### config.mk
export PLATFORM = sky130hd
export DESIGN_NAME = tty_line_discipline_flat
export DESIGN_NICKNAME = d
export VERILOG_FILES = /design/src/rtl/ttyld_pkg.sv /design/src/rtl/ttyld_in_if.sv /design/src/rtl/ttyld_out_if.sv /design/src/rtl/tty_line_discipline.sv /design/src/rtl/ttyld_ram.sv /design/src/rtl/ttyld_front.sv /design/src/rtl/ttyld_emit.sv /design/src/flat_wrapper.sv
export SDC_FILE = /design/constraint.sdc
export NUM_CORES = 1
export LEC_CHECK = 0
export BUFFER_PORTS_ARGS = -buffer_cell sky130_fd_sc_hd__buf_2
export CAP_MARGIN = 20
export CORE_MARGIN = 2
export CORE_UTILIZATION = 45
export DETAILED_ROUTE_END_ITERATION = 7
export HOLD_SLACK_MARGIN = 0.15
export PLACE_DENSITY = 0.62
export SETUP_SLACK_MARGIN = 0.4
export SYNTH_ARGS = -nofsm -noshare
export SYNTH_HDL_FRONTEND = slang
export SYNTH_HIERARCHICAL = 1
export SYNTH_SLANG_ARGS = --single-unit
### constraint.sdc
create_clock -name i_clk -period 16.7 [get_ports i_clk]
set_input_delay 0.835 -clock i_clk [delete_from_list [all_inputs] [get_ports i_clk]]
set_output_delay 0.835 -clock i_clk [all_outputs]
set_load 0.03 [all_outputs]
### src/rtl/ttyld_pkg.sv
// ----------------------------------------------------------------------------
// ttyld_pkg
// Shared constants, codes and types of the terminal line discipline.
// ----------------------------------------------------------------------------
`default_nettype none

package ttyld_pkg;

    // sizing defaults
    localparam int LINE_MAX_DEF     = 256;
    localparam int TAB_WIDTH_DEF    = 8;
    localparam int ERASE_TAB_REPEAT = 8;
    localparam int MAX_RESULTS      = 24;
    localparam int REP_W            = $clog2(ERASE_TAB_REPEAT + 1);
    localparam int TOT_W            = $clog2(MAX_RESULTS + 1);

    // field widths
    localparam int BYTE_W = 8;
    localparam int DEST_W = 2;
    localparam int CFG_W  = 9;
    localparam int IDX_W  = 3;
    localparam int RL_W   = 9;

    // character constants
    localparam logic [BYTE_W-1:0] CH_NL  = 8'h0a;
    localparam logic [BYTE_W-1:0] CH_CR  = 8'h0d;
    localparam logic [BYTE_W-1:0] CH_TAB = 8'h09;
    localparam logic [BYTE_W-1:0] CH_BS  = 8'h08;
    localparam logic [BYTE_W-1:0] CH_SP  = 8'h20;
    localparam logic [BYTE_W-1:0] CH_NUL = 8'h00;

    // command codes
    localparam logic CMD_RX = 1'b0;
    localparam logic CMD_TX = 1'b1;

    // result destinations
    localparam logic [DEST_W-1:0] DEST_READER = 2'd0;
    localparam logic [DEST_W-1:0] DEST_TX     = 2'd1;
    localparam logic [DEST_W-1:0] DEST_EOF    = 2'd2;
    localparam logic [DEST_W-1:0] DEST_RSVD   = 2'd3;

    // register indexes
    localparam logic [IDX_W-1:0] CFG_INPUT_FLAGS  = 3'd0;
    localparam logic [IDX_W-1:0] CFG_OUTPUT_FLAGS = 3'd1;
    localparam logic [IDX_W-1:0] CFG_ERASE        = 3'd2;
    localparam logic [IDX_W-1:0] CFG_ERASE_ALT    = 3'd3;
    localparam logic [IDX_W-1:0] CFG_EOF          = 3'd4;
    localparam logic [IDX_W-1:0] CFG_EOL          = 3'd5;
    localparam logic [IDX_W-1:0] CFG_READ_LENGTH  = 3'd6;

    // register reset values
    localparam logic [4:0]        RST_IFLAGS    = 5'd15;
    localparam logic [2:0]        RST_OFLAGS    = 3'd3;
    localparam logic [BYTE_W-1:0] RST_ERASE     = 8'd8;
    localparam logic [BYTE_W-1:0] RST_ERASE_ALT = 8'd127;
    localparam logic [BYTE_W-1:0] RST_EOF       = 8'd4;
    localparam logic [BYTE_W-1:0] RST_EOL       = 8'd0;
    localparam logic [RL_W-1:0]   RST_RL        = 9'd256;

    // echo / transmit unit shapes
    localparam logic [2:0] UNIT_NONE  = 3'd0;
    localparam logic [2:0] UNIT_PLAIN = 3'd1;
    localparam logic [2:0] UNIT_CRNL  = 3'd2;
    localparam logic [2:0] UNIT_VIS   = 3'd3;
    localparam logic [2:0] UNIT_TABS  = 3'd4;

    // unit repeat source
    localparam logic [1:0] REPS_NONE = 2'd0;
    localparam logic [1:0] REPS_ONE  = 2'd1;
    localparam logic [1:0] REPS_MARK = 2'd2;

    typedef struct packed {
        logic              head;      // a reader byte or EOF marker goes first
        logic [DEST_W-1:0] head_dest;
        logic              head_end;
        logic [BYTE_W-1:0] ch;
        logic [2:0]        unit;
        logic [1:0]        reps;
    } t_job;

    typedef struct packed {
        logic [DEST_W-1:0] dest;
        logic [BYTE_W-1:0] data;
        logic              eor;
        logic              last;
    } t_result;

endpackage

`default_nettype wire

### src/rtl/ttyld_in_if.sv
// ----------------------------------------------------------------------------
// ttyld_in_if
// Input channel: command and byte with valid/ready.
// ----------------------------------------------------------------------------
`default_nettype none

interface ttyld_in_if;
    logic       valid;
    logic       ready;
    logic       command;
    logic [7:0] in_byte;

    modport source (output valid, output command, output in_byte, input ready);
    modport sink   (input valid, input command, input in_byte, output ready);
endinterface

`default_nettype wire

### src/rtl/ttyld_out_if.sv
// ----------------------------------------------------------------------------
// ttyld_out_if
// Result channel: destination, byte, end of read and last flag.
// ----------------------------------------------------------------------------
`default_nettype none

interface ttyld_out_if;
    logic       valid;
    logic       ready;
    logic [1:0] destination;
    logic [7:0] out_byte;
    logic       end_of_read;
    logic       last;

    modport source (output valid, output destination, output out_byte,
                    output end_of_read, output last, input ready);
    modport sink   (input valid, input destination, input out_byte,
                    input end_of_read, input last, output ready);
endinterface

`default_nettype wire

### src/rtl/tty_line_discipline.sv
// ----------------------------------------------------------------------------
// tty_line_discipline
// Canonical terminal line discipline: CR mapping, erase/EOF/EOL editing,
// echo and output processing (NL to CR NL, tab expansion).
// ----------------------------------------------------------------------------
//
//  Channel   Dir  Handshake          Carries
//  i_in      in   valid/ready        command, in_byte
//  o_out     out  valid/ready        destination, out_byte, end_of_read, last
//  i_cfg_*   in   write enable only  register index, write data (9 bits)
//
//  An accepted transaction is registered in the decode stage (tab-mark
//  read or write, line count update), then the result sequencer puts out
//  its N results (0 to 24). The sequencer, which puts out one result per
//  cycle while o_out is not stalled, sets the sustained rate.
//  Reset is synchronous, active low; it restores the registers and clears the
//  line count. Tab marks need no clearing: only positions written in the
//  current read are ever read back.
//  A stalled o_out holds its result; the sequencer and decode stage back up
//  behind it and i_in.ready drops only when both are full.
// ----------------------------------------------------------------------------
`default_nettype none

module tty_line_discipline import ttyld_pkg::*; #(
    parameter int LINE_MAX  = LINE_MAX_DEF,
    parameter int TAB_WIDTH = TAB_WIDTH_DEF
) (
    input  wire logic             i_clk,
    input  wire logic             i_rst_n,
    ttyld_in_if.sink              i_in,
    ttyld_out_if.source           o_out,
    input  wire logic             i_cfg_we,
    input  wire logic [IDX_W-1:0] i_cfg_idx,
    input  wire logic [CFG_W-1:0] i_cfg_data
);

    localparam int AW = (LINE_MAX > 1) ? $clog2(LINE_MAX) : 1;

    // decode stage -> sequencer
    logic          job_valid;
    t_job          job;
    logic          take;

    // tab-mark RAM: one bit per position of the current read
    logic          mark_we, mark_wdata, mark_re, mark_rdata;
    logic [AW-1:0] mark_waddr, mark_raddr;

    ttyld_front #(
        .LINE_MAX (LINE_MAX)
    ) u_front (
        .i_clk        (i_clk),
        .i_rst_n      (i_rst_n),
        .i_in         (i_in),
        .i_cfg_we     (i_cfg_we),
        .i_cfg_idx    (i_cfg_idx),
        .i_cfg_data   (i_cfg_data),
        .i_take       (take),
        .o_job_valid  (job_valid),
        .o_job        (job),
        .o_mark_we    (mark_we),
        .o_mark_waddr (mark_waddr),
        .o_mark_wdata (mark_wdata),
        .o_mark_re    (mark_re),
        .o_mark_raddr (mark_raddr)
    );

    // read data stays put until the next erase is accepted, which cannot
    // happen before the sequencer has taken the current job
    ttyld_ram #(
        .WIDTH (1),
        .DEPTH (LINE_MAX)
    ) u_marks (
        .i_clk   (i_clk),
        .i_we    (mark_we),
        .i_waddr (mark_waddr),
        .i_wdata (mark_wdata),
        .i_re    (mark_re),
        .i_raddr (mark_raddr),
        .o_rdata (mark_rdata)
    );

    ttyld_emit #(
        .TAB_WIDTH (TAB_WIDTH)
    ) u_emit (
        .i_clk       (i_clk),
        .i_rst_n     (i_rst_n),
        .i_job_valid (job_valid),
        .i_job       (job),
        .i_mark      (mark_rdata),
        .o_take      (take),
        .o_out       (o_out)
    );

endmodule

`default_nettype wire

### src/rtl/ttyld_ram.sv
// ----------------------------------------------------------------------------
// ttyld_ram
// Generic single-write, single-read RAM with registered read data.
// ----------------------------------------------------------------------------
`default_nettype none

module ttyld_ram #(
    parameter  int WIDTH = 1,
    parameter  int DEPTH = 256,
    localparam int AW    = (DEPTH > 1) ? $clog2(DEPTH) : 1
) (
    input  wire logic             i_clk,
    input  wire logic             i_we,
    input  wire logic [AW-1:0]    i_waddr,
    input  wire logic [WIDTH-1:0] i_wdata,
    input  wire logic             i_re,
    input  wire logic [AW-1:0]    i_raddr,
    output      logic [WIDTH-1:0] o_rdata
);

    logic [WIDTH-1:0] r_mem [DEPTH];
    logic [WIDTH-1:0] r_rdata;

    always_ff @(posedge i_clk) begin
        if (i_we) begin
            r_mem[i_waddr] <= i_wdata;
        end
        if (i_re) begin
            r_rdata <= r_mem[i_raddr];
        end
    end

    assign o_rdata = r_rdata;

endmodule

`default_nettype wire

### src/rtl/ttyld_front.sv
// ----------------------------------------------------------------------------
// ttyld_front
// Register file, input decode, line count and tab-mark RAM access.
// ----------------------------------------------------------------------------
`default_nettype none

module ttyld_front import ttyld_pkg::*; #(
    parameter  int LINE_MAX = LINE_MAX_DEF,
    localparam int CW       = $clog2(LINE_MAX + 1),
    localparam int AW       = (LINE_MAX > 1) ? $clog2(LINE_MAX) : 1
) (
    input  wire logic              i_clk,
    input  wire logic              i_rst_n,
    ttyld_in_if.sink               i_in,
    input  wire logic              i_cfg_we,
    input  wire logic [IDX_W-1:0]  i_cfg_idx,
    input  wire logic [CFG_W-1:0]  i_cfg_data,
    input  wire logic              i_take,
    output      logic              o_job_valid,
    output      t_job              o_job,
    output      logic              o_mark_we,
    output      logic [AW-1:0]     o_mark_waddr,
    output      logic              o_mark_wdata,
    output      logic              o_mark_re,
    output      logic [AW-1:0]     o_mark_raddr
);

    localparam int LW = ((CW > RL_W) ? CW : RL_W);

    logic [4:0]        r_iflags;
    logic [2:0]        r_oflags;
    logic [BYTE_W-1:0] r_erase, r_erase_alt, r_eof, r_eol;
    logic [RL_W-1:0]   r_rl;
    logic [CW-1:0]     r_cnt, n_cnt;
    logic              r_s1_valid;
    t_job              r_s1_job, n_job;

    logic              accept;
    logic [BYTE_W-1:0] ch_rx;
    logic              canon, is_erase, is_eof, is_deliver;
    logic [CW-1:0]     cnt_inc, cnt_dec;
    logic [RL_W-1:0]   rl_eff;
    logic              full, line_end;
    logic [2:0]        tx_unit_raw, tx_unit_rx, echo_unit;
    logic              echo_en, visual;

    // config registers
    always_ff @(posedge i_clk) begin
        if (!i_rst_n) begin
            r_iflags    <= RST_IFLAGS;
            r_oflags    <= RST_OFLAGS;
            r_erase     <= RST_ERASE;
            r_erase_alt <= RST_ERASE_ALT;
            r_eof       <= RST_EOF;
            r_eol       <= RST_EOL;
            r_rl        <= RST_RL;
        end else if (i_cfg_we) begin
            unique case (i_cfg_idx)
                CFG_INPUT_FLAGS:  r_iflags    <= i_cfg_data[4:0];
                CFG_OUTPUT_FLAGS: r_oflags    <= i_cfg_data[2:0];
                CFG_ERASE:        r_erase     <= i_cfg_data[BYTE_W-1:0];
                CFG_ERASE_ALT:    r_erase_alt <= i_cfg_data[BYTE_W-1:0];
                CFG_EOF:          r_eof       <= i_cfg_data[BYTE_W-1:0];
                CFG_EOL:          r_eol       <= i_cfg_data[BYTE_W-1:0];
                CFG_READ_LENGTH:  r_rl        <= i_cfg_data[RL_W-1:0];
                default: ;
            endcase
        end
    end

    assign i_in.ready = !r_s1_valid || i_take;
    assign accept     = i_in.valid && i_in.ready;

    // decode
    always_comb begin
        ch_rx      = (r_iflags[0] && i_in.in_byte == CH_CR) ? CH_NL : i_in.in_byte;
        canon      = r_iflags[1];
        is_erase   = canon && (ch_rx == r_erase || ch_rx == r_erase_alt);
        is_eof     = canon && !is_erase && ch_rx == r_eof;
        is_deliver = !is_erase && !is_eof;
        cnt_inc    = r_cnt + 1'b1;
        cnt_dec    = r_cnt - 1'b1;
        rl_eff     = (r_rl == '0) ? RL_W'(1) : r_rl;
        full       = (LW'(cnt_inc) >= LW'(rl_eff)) || (cnt_inc >= CW'(LINE_MAX));
        line_end   = full || (canon && (ch_rx == CH_NL || ch_rx == r_eol));
    end

    // transmit shapes of the raw byte (program output) and the mapped byte
    always_comb begin
        tx_unit_raw = UNIT_PLAIN;
        if (r_oflags[0] && r_oflags[1] && i_in.in_byte == CH_NL) begin
            tx_unit_raw = UNIT_CRNL;
        end else if (r_oflags[0] && r_oflags[2] && i_in.in_byte == CH_TAB) begin
            tx_unit_raw = UNIT_TABS;
        end
        tx_unit_rx = UNIT_PLAIN;
        if (r_oflags[0] && r_oflags[1] && ch_rx == CH_NL) begin
            tx_unit_rx = UNIT_CRNL;
        end else if (r_oflags[0] && r_oflags[2] && ch_rx == CH_TAB) begin
            tx_unit_rx = UNIT_TABS;
        end
        echo_en = r_iflags[2] || (r_iflags[4] && ch_rx == CH_NL);
        visual  = r_iflags[3] && (ch_rx == r_erase || ch_rx == r_erase_alt);
        if (!echo_en) begin
            echo_unit = UNIT_NONE;
        end else if (visual) begin
            echo_unit = UNIT_VIS;
        end else begin
            echo_unit = tx_unit_rx;
        end
    end

    // job and line count
    always_comb begin
        n_cnt          = r_cnt;
        n_job.head      = 1'b0;
        n_job.head_dest = DEST_READER;
        n_job.head_end  = 1'b0;
        n_job.ch        = ch_rx;
        n_job.unit      = echo_unit;
        n_job.reps      = REPS_ONE;
        if (i_in.command == CMD_TX) begin
            n_job.ch   = i_in.in_byte;
            n_job.unit = tx_unit_raw;
        end else if (is_erase) begin
            n_job.reps = (r_cnt != '0) ? REPS_MARK : REPS_NONE;
            if (r_cnt != '0) begin
                n_cnt = cnt_dec;
            end
        end else if (is_eof) begin
            n_job.head      = 1'b1;
            n_job.head_dest = DEST_EOF;
            n_job.head_end  = 1'b1;
            n_job.ch        = CH_NUL;
            n_job.unit      = UNIT_NONE;
            n_job.reps      = REPS_NONE;
            n_cnt           = '0;
        end else begin
            n_job.head     = 1'b1;
            n_job.head_end = line_end;
            n_cnt          = line_end ? '0 : cnt_inc;
        end
    end

    // at most one access per accepted transaction: no same-edge read/write clash
    assign o_mark_we    = accept && i_in.command == CMD_RX && is_deliver;
    assign o_mark_waddr = r_cnt[AW-1:0];
    assign o_mark_wdata = (ch_rx == CH_TAB);
    assign o_mark_re    = accept && i_in.command == CMD_RX && is_erase && r_cnt != '0;
    assign o_mark_raddr = cnt_dec[AW-1:0];

    always_ff @(posedge i_clk) begin
        if (!i_rst_n) begin
            r_cnt      <= '0;
            r_s1_valid <= 1'b0;
        end else begin
            if (accept && i_in.command == CMD_RX) begin
                r_cnt <= n_cnt;
            end
            if (accept) begin
                r_s1_valid <= 1'b1;
            end else if (i_take) begin
                r_s1_valid <= 1'b0;
            end
        end
    end

    always_ff @(posedge i_clk) begin
        if (accept) begin
            r_s1_job <= n_job;
        end
    end

    assign o_job_valid = r_s1_valid;
    assign o_job       = r_s1_job;

endmodule

`default_nettype wire

### src/rtl/ttyld_emit.sv
// ----------------------------------------------------------------------------
// ttyld_emit
// Result sequencer: head item, echo units with repeats, output register.
// ----------------------------------------------------------------------------
`default_nettype none

module ttyld_emit import ttyld_pkg::*; #(
    parameter  int TAB_WIDTH = TAB_WIDTH_DEF,
    localparam int UNIT_MAX  = (TAB_WIDTH > 3) ? TAB_WIDTH : 3,
    localparam int PW        = $clog2(UNIT_MAX + 1)
) (
    input  wire logic  i_clk,
    input  wire logic  i_rst_n,
    input  wire logic  i_job_valid,
    input  wire t_job  i_job,
    input  wire logic  i_mark,
    output      logic  o_take,
    ttyld_out_if.source o_out
);

    logic             r_busy;
    logic             r_head;
    logic [REP_W-1:0] r_reps;
    logic [PW-1:0]    r_pos;
    logic [TOT_W-1:0] r_total;
    t_job             r_job;
    logic             r_ovalid;
    t_result          r_out;

    logic             adv, seq_more, more_in_unit, next_exists, job_has;
    logic [PW-1:0]    cur_len, new_len, pos_inc;
    logic [REP_W-1:0] new_reps;
    t_result          item;

    function automatic logic [PW-1:0] unit_len(input logic [2:0] u);
        logic [PW-1:0] n;
        unique case (u)
            UNIT_NONE:  n = PW'(0);
            UNIT_PLAIN: n = PW'(1);
            UNIT_CRNL:  n = PW'(2);
            UNIT_VIS:   n = PW'(3);
            UNIT_TABS:  n = PW'(TAB_WIDTH);
            default:    n = PW'(0);
        endcase
        return n;
    endfunction

    always_comb begin
        cur_len      = unit_len(r_job.unit);
        pos_inc      = r_pos + 1'b1;
        more_in_unit = pos_inc < cur_len;
        seq_more     = r_head ? (r_reps != '0 && cur_len != '0)
                              : (more_in_unit || r_reps > REP_W'(1));
        next_exists  = seq_more && (r_total < TOT_W'(MAX_RESULTS - 1));
        adv          = r_busy && (!r_ovalid || o_out.ready);
        o_take       = i_job_valid && (!r_busy || (adv && !next_exists));

        unique case (i_job.reps)
            REPS_NONE: new_reps = '0;
            REPS_ONE:  new_reps = REP_W'(1);
            REPS_MARK: new_reps = i_mark ? REP_W'(ERASE_TAB_REPEAT) : REP_W'(1);
            default:   new_reps = '0;
        endcase
        new_len = unit_len(i_job.unit);
        job_has = i_job.head || (new_reps != '0 && new_len != '0);
    end

    // current result
    always_comb begin
        item.last = !next_exists;
        if (r_head) begin
            item.dest = r_job.head_dest;
            item.data = r_job.ch;
            item.eor  = r_job.head_end;
        end else begin
            item.dest = DEST_TX;
            item.eor  = 1'b0;
            case (r_job.unit)
                UNIT_VIS:  item.data = (r_pos == PW'(1)) ? CH_SP : CH_BS;
                UNIT_CRNL: item.data = (r_pos == '0) ? CH_CR : CH_NL;
                UNIT_TABS: item.data = CH_SP;
                default:   item.data = r_job.ch;
            endcase
        end
    end

    always_ff @(posedge i_clk) begin
        if (!i_rst_n) begin
            r_busy   <= 1'b0;
            r_ovalid <= 1'b0;
        end else begin
            if (o_take) begin
                r_busy <= job_has;
            end else if (adv) begin
                r_busy <= next_exists;
            end
            if (adv) begin
                r_ovalid <= 1'b1;
            end else if (o_out.ready) begin
                r_ovalid <= 1'b0;
            end
        end
    end

    always_ff @(posedge i_clk) begin
        if (adv) begin
            r_out <= item;
        end
        if (o_take) begin
            r_job   <= i_job;
            r_head  <= i_job.head;
            r_reps  <= new_reps;
            r_pos   <= '0;
            r_total <= '0;
        end else if (adv) begin
            r_total <= r_total + 1'b1;
            if (r_head) begin
                r_head <= 1'b0;
            end else if (more_in_unit) begin
                r_pos <= pos_inc;
            end else begin
                r_pos  <= '0;
                r_reps <= r_reps - 1'b1;
            end
        end
    end

    assign o_out.valid       = r_ovalid;
    assign o_out.destination = r_out.dest;
    assign o_out.out_byte    = r_out.data;
    assign o_out.end_of_read = r_out.eor;
    assign o_out.last        = r_out.last;

endmodule

`default_nettype wire

### src/flat_wrapper.sv
// flat-port wrapper written by rule: the top's interface ports become plain ports
module tty_line_discipline_flat import ttyld_pkg::*;
#(
    parameter int LINE_MAX  = LINE_MAX_DEF,
    parameter int TAB_WIDTH = TAB_WIDTH_DEF
)
  (i_clk, i_rst_n, i_cfg_we, i_cfg_idx, i_cfg_data, i_in_valid, i_in_command, i_in_in_byte, i_in_ready, o_out_valid, o_out_destination, o_out_out_byte, o_out_end_of_read, o_out_last, o_out_ready);
  ttyld_in_if i_in_i ();
  ttyld_out_if o_out_i ();
  input  wire logic i_clk;
  input  wire logic i_rst_n;
  input  wire logic i_cfg_we;
  input  wire logic [IDX_W-1:0] i_cfg_idx;
  input  wire logic [CFG_W-1:0] i_cfg_data;
  input wire logic [$bits(i_in_i.valid)-1:0] i_in_valid;
  input wire logic [$bits(i_in_i.command)-1:0] i_in_command;
  input wire logic [$bits(i_in_i.in_byte)-1:0] i_in_in_byte;
  output wire logic [$bits(i_in_i.ready)-1:0] i_in_ready;
  output wire logic [$bits(o_out_i.valid)-1:0] o_out_valid;
  output wire logic [$bits(o_out_i.destination)-1:0] o_out_destination;
  output wire logic [$bits(o_out_i.out_byte)-1:0] o_out_out_byte;
  output wire logic [$bits(o_out_i.end_of_read)-1:0] o_out_end_of_read;
  output wire logic [$bits(o_out_i.last)-1:0] o_out_last;
  input wire logic [$bits(o_out_i.ready)-1:0] o_out_ready;
  assign i_in_i.valid = i_in_valid;
  assign i_in_i.command = i_in_command;
  assign i_in_i.in_byte = i_in_in_byte;
  assign i_in_ready = i_in_i.ready;
  assign o_out_valid = o_out_i.valid;
  assign o_out_destination = o_out_i.destination;
  assign o_out_out_byte = o_out_i.out_byte;
  assign o_out_end_of_read = o_out_i.end_of_read;
  assign o_out_last = o_out_i.last;
  assign o_out_i.ready = o_out_ready;
  tty_line_discipline #(.LINE_MAX(LINE_MAX), .TAB_WIDTH(TAB_WIDTH)) u_core (.i_clk(i_clk), .i_rst_n(i_rst_n), .i_in(i_in_i), .o_out(o_out_i), .i_cfg_we(i_cfg_we), .i_cfg_idx(i_cfg_idx), .i_cfg_data(i_cfg_data));
endmodule
==> flow_summary.json <==
{
  "p_comb_share_pct": 10.5,
  "max-slew-margin-rel_pct": 32.7,
  "cts_buffers": 41,
  "switching_share_pct": 24.7,
  "rsz0062_at_grt": "false",
  "cts_tree": "built",
  "syn-num-nets": 1517,
  "dp_hpwl_um": 24700,
  "synth_edf_count": 304,
  "first_pass_iters": 5,
  "die_w_um": 201,
  "startpoint_type": "flip-flop",
  "yosys-top-cells-area": "edfxtp_1, dfxtp_1, nor2_1, mux4_2, mux2i_1",
  "grt_pass1_vias": 11300,
  "cts_resized": 0,
  "power.switching_uw": 515,
  "routed-via-count": 11500,
  "drt_iter0_drc": 1012,
  "synthArstFlopShare_pct": 0,
  "cp.required_ns": 16.95,
  "critPathMaxStageDelay_ns": 0.64,
  "n_antenna_cell": 0,
  "die_area_um2": 40300,
  "portBuffers": 39,
  "intPower_mw": 1.57,
  "syn_area_per_cell_um2": 11.9,
  "synth_common_cells": "edfxtp_1, nor2_1, nand2_1, dfxtp_1, mux2i_1",
  "post-cts-setup-buffer-count": 0,
  "cpMostUsedCell": "nor2_1",
  "drive_gt1_share_pct": 12.2,
  "hp-start": "u_core/u_front/o_job[7]",
  "synth_ff_type": "edfxtp_1",
  "seq_area_frac_synth_pct": 60.4,
  "setup_viol_count_final": 0,
  "yosysMostFrequentCell": "edfxtp_1",
  "period_share_pct": 29.5,
  "grt_usage_pct": 20.0,
  "vias_per_cell": 5.70,
  "postRouteAntennaNets": 0,
  "grt_antenna_before_repair": 0,
  "syn_inst": 1468,
  "drc": 0,
  "fillCellCount": 3490,
  "nNetsFinal": 1515,
  "routabilityCongestion": 0.836,
  "cts.sinks": 374,
  "clock_latency_ns": 0.57,
  "clockBufferDepth": 3,
  "finalCriticalPeriod_ns": 4.92,
  "status": "complete, no violations",
  "crit_chain": "or3b_4 -> ha_1 -> o221ai_1 -> o211ai_4 -> o211a_4 -> nand2b_1 -> nand2_1 -> or2_2 -> nor2_1 -> nor3b_1 -> nand3_1 -> nor2_1",
  "p_per_area_nw_per_um2": 109,
  "htree_levels": 2,
  "tightest_slew_ns": 1.01,
  "synth_area_um2": 17400,
  "slew_violations": 0,
  "r2r-start": "u_core/u_emit/r_job[3]",
  "start_util_pct": 45.3,
  "crit_type": "reg -> reg",
  "instances_no_fill": 2013,
  "core-area_um2": 38500,
  "min-delay-path-class": "reg -> reg",
  "arrival_ns": 5.17,
  "crit_path_end_kind": "flip-flop",
  "grt_overflow_total": 0,
  "die_h_um": 201,
  "ys_seq_elements": 374,
  "cts-hold-fix-buffers": 0,
  "placed_cells": 1940,
  "yosys.area.top_type": "edfxtp_1",
  "clock_skew_ns": 0.0335,
  "area_growth_pct": 9.55,
  "crit_start": "u_core/u_emit/r_job[3]",
  "critPathMaxFanout": 29,
  "cap_violations": 0,
  "rows": 72,
  "tns_ns": 0,
  "slowest_stage": "nand3_1",
  "max_freq_ghz": 0.203,
  "static-leakage-power_nw": 6.59,
  "root_buffer": "clkbuf_16",
  "io_pins": 40,
  "cp_num_buf_inv": 0,
  "grt_pass1_wl_um": 63200,
  "synth_top_area_share_pct": 52.3,
  "totalWireLength_um": 40400,
  "hold_violations": 0,
  "pwr-share-seq_pct": 49.3,
  "power_frac_clock_pct": 40.2,
  "synth_cell_types": 87,
  "ys_warn_count": 6,
  "vdd.ir_drop.worst_mv": 0.0924,
  "worst_path_dominant_cell_family": "simple AND/OR/NAND/NOR gates",
  "clkTransAtPathRegs_ns": 0.06,
  "wl_per_cell_um": 20.1,
  "grt_start_max_net_pins": 144
}
cells by family (layout without fill, tap and decap cells):
logic type	Yosys count	in the layout	synth area share, %
compound gates	181	181	7.32
xor+xnor	44	44	2.21
fa+ha+maj	23	23	1.65
buf+inv	125	152	3.54
flops	374	374	60.4
mux	104	104	8.99
other cells	1	1	0.0215
simple gates	616	616	15.9
power groups by stage:
stage          Combinational [mW]  Sequential [mW]  Clock [mW]
3_3_place_gp                0.215             1.05           0
6_report                    0.219             1.03       0.840
5_1_grt                     0.236             1.03       0.893
2_1_floorplan               0.162             1.04           0
3_5_place_dp                0.217             1.05           0
4_1_cts                     0.218             1.03       0.858
state kept, by name, indices dropped and copies added, names as in the netlist, 8 cells and up:
register,count
u_core/u_front/r_eof,8
u_core/u_front/o_job,16
u_core/u_front/r_eol,8
u_core/u_front/r_cnt,9
u_core/u_emit/r_job,14
u_core/u_front/r_erase_alt,8
u_core/u_emit/o_out.out_byte,8
u_core/u_front/r_erase,8
u_core/u_marks/r_mem,256
u_core/u_front/r_rl,9
per-layer routing:
layer	global-route usage (%)	part of all wire, %	vias up
li1	-	-	5279
met5	0	0	-
met1	26.8	43	5745
met2	32.9	48	360
met4	8.28	3.2	0
met3	2.94	5.8	82
per-stage QoR:
step | util [%] | setup WS (ns) | power, mW | area, um^2 | hold WS, ns
after floorplan | - | 10.67 | 1.21 | 17400 | 0.400
after global placement | 46.5 | 11.97 | 1.26 | 17900 | 0.402
after detailed placement | 46.5 | 11.81 | 1.27 | 17900 | 0.405
after CTS | 49.6 | 11.79 | 2.10 | 19100 | 0.414
after global routing | 49.7 | 11.44 | 2.16 | 19100 | 0.425
final | 49.7 | 11.78 | 2.09 | 19100 | 0.415
worst paths after layout:
| check | to | slack (ns) | depth (start not counted) |
|---|---|---|---|
| setup / recovery | u_core/u_marks/r_mem[67] | 11.78 | 12 |
| hold / removal | u_core/u_emit/r_job[7] | 0.41 | 0 |
| setup reg to reg | u_core/u_marks/r_mem[67] | 11.78 | 12 |
| hold reg to reg | u_core/u_emit/r_job[7] | 0.41 | 0 |
cell usage in the layout, fill, tap and decap left out, drive strengths merged, types with 4 or more instances in the layout:
cell type  instances
nor2             304
or3                4
nand4              7
o21ai             24
a2111oi            5
clkbuf            58
nand3             38
clkinv            11
mux4              42
a22oi              9
nand3b             8
o21bai             6
nand2b            15
a22o              10
nor4              10
a21oi             55
o22ai             24
xor2              23
nor2b             27
and3               9
o211ai             7
ha                23
a31oi             12
mux2i             61
and2               5
nand2            150
buf               50
xnor2             21
dfxtp             70
inv               32
nor3              18
edfxtp           304
final cells by class:
cell class                      count  area [um^2]  share of cell area, %
Sequential cell                   374        10500                   55.1
Multi-Input combinational cell    969         6300                   33.0
Clock buffer                       58         1100                   5.76
Tap cell                          518          648                   3.39
Timing Repair Buffer               50          290                   1.52
Clock inverter                     14          116                  0.609
Inverter                           30          115                  0.602
(Power assumes the default switching activity.)
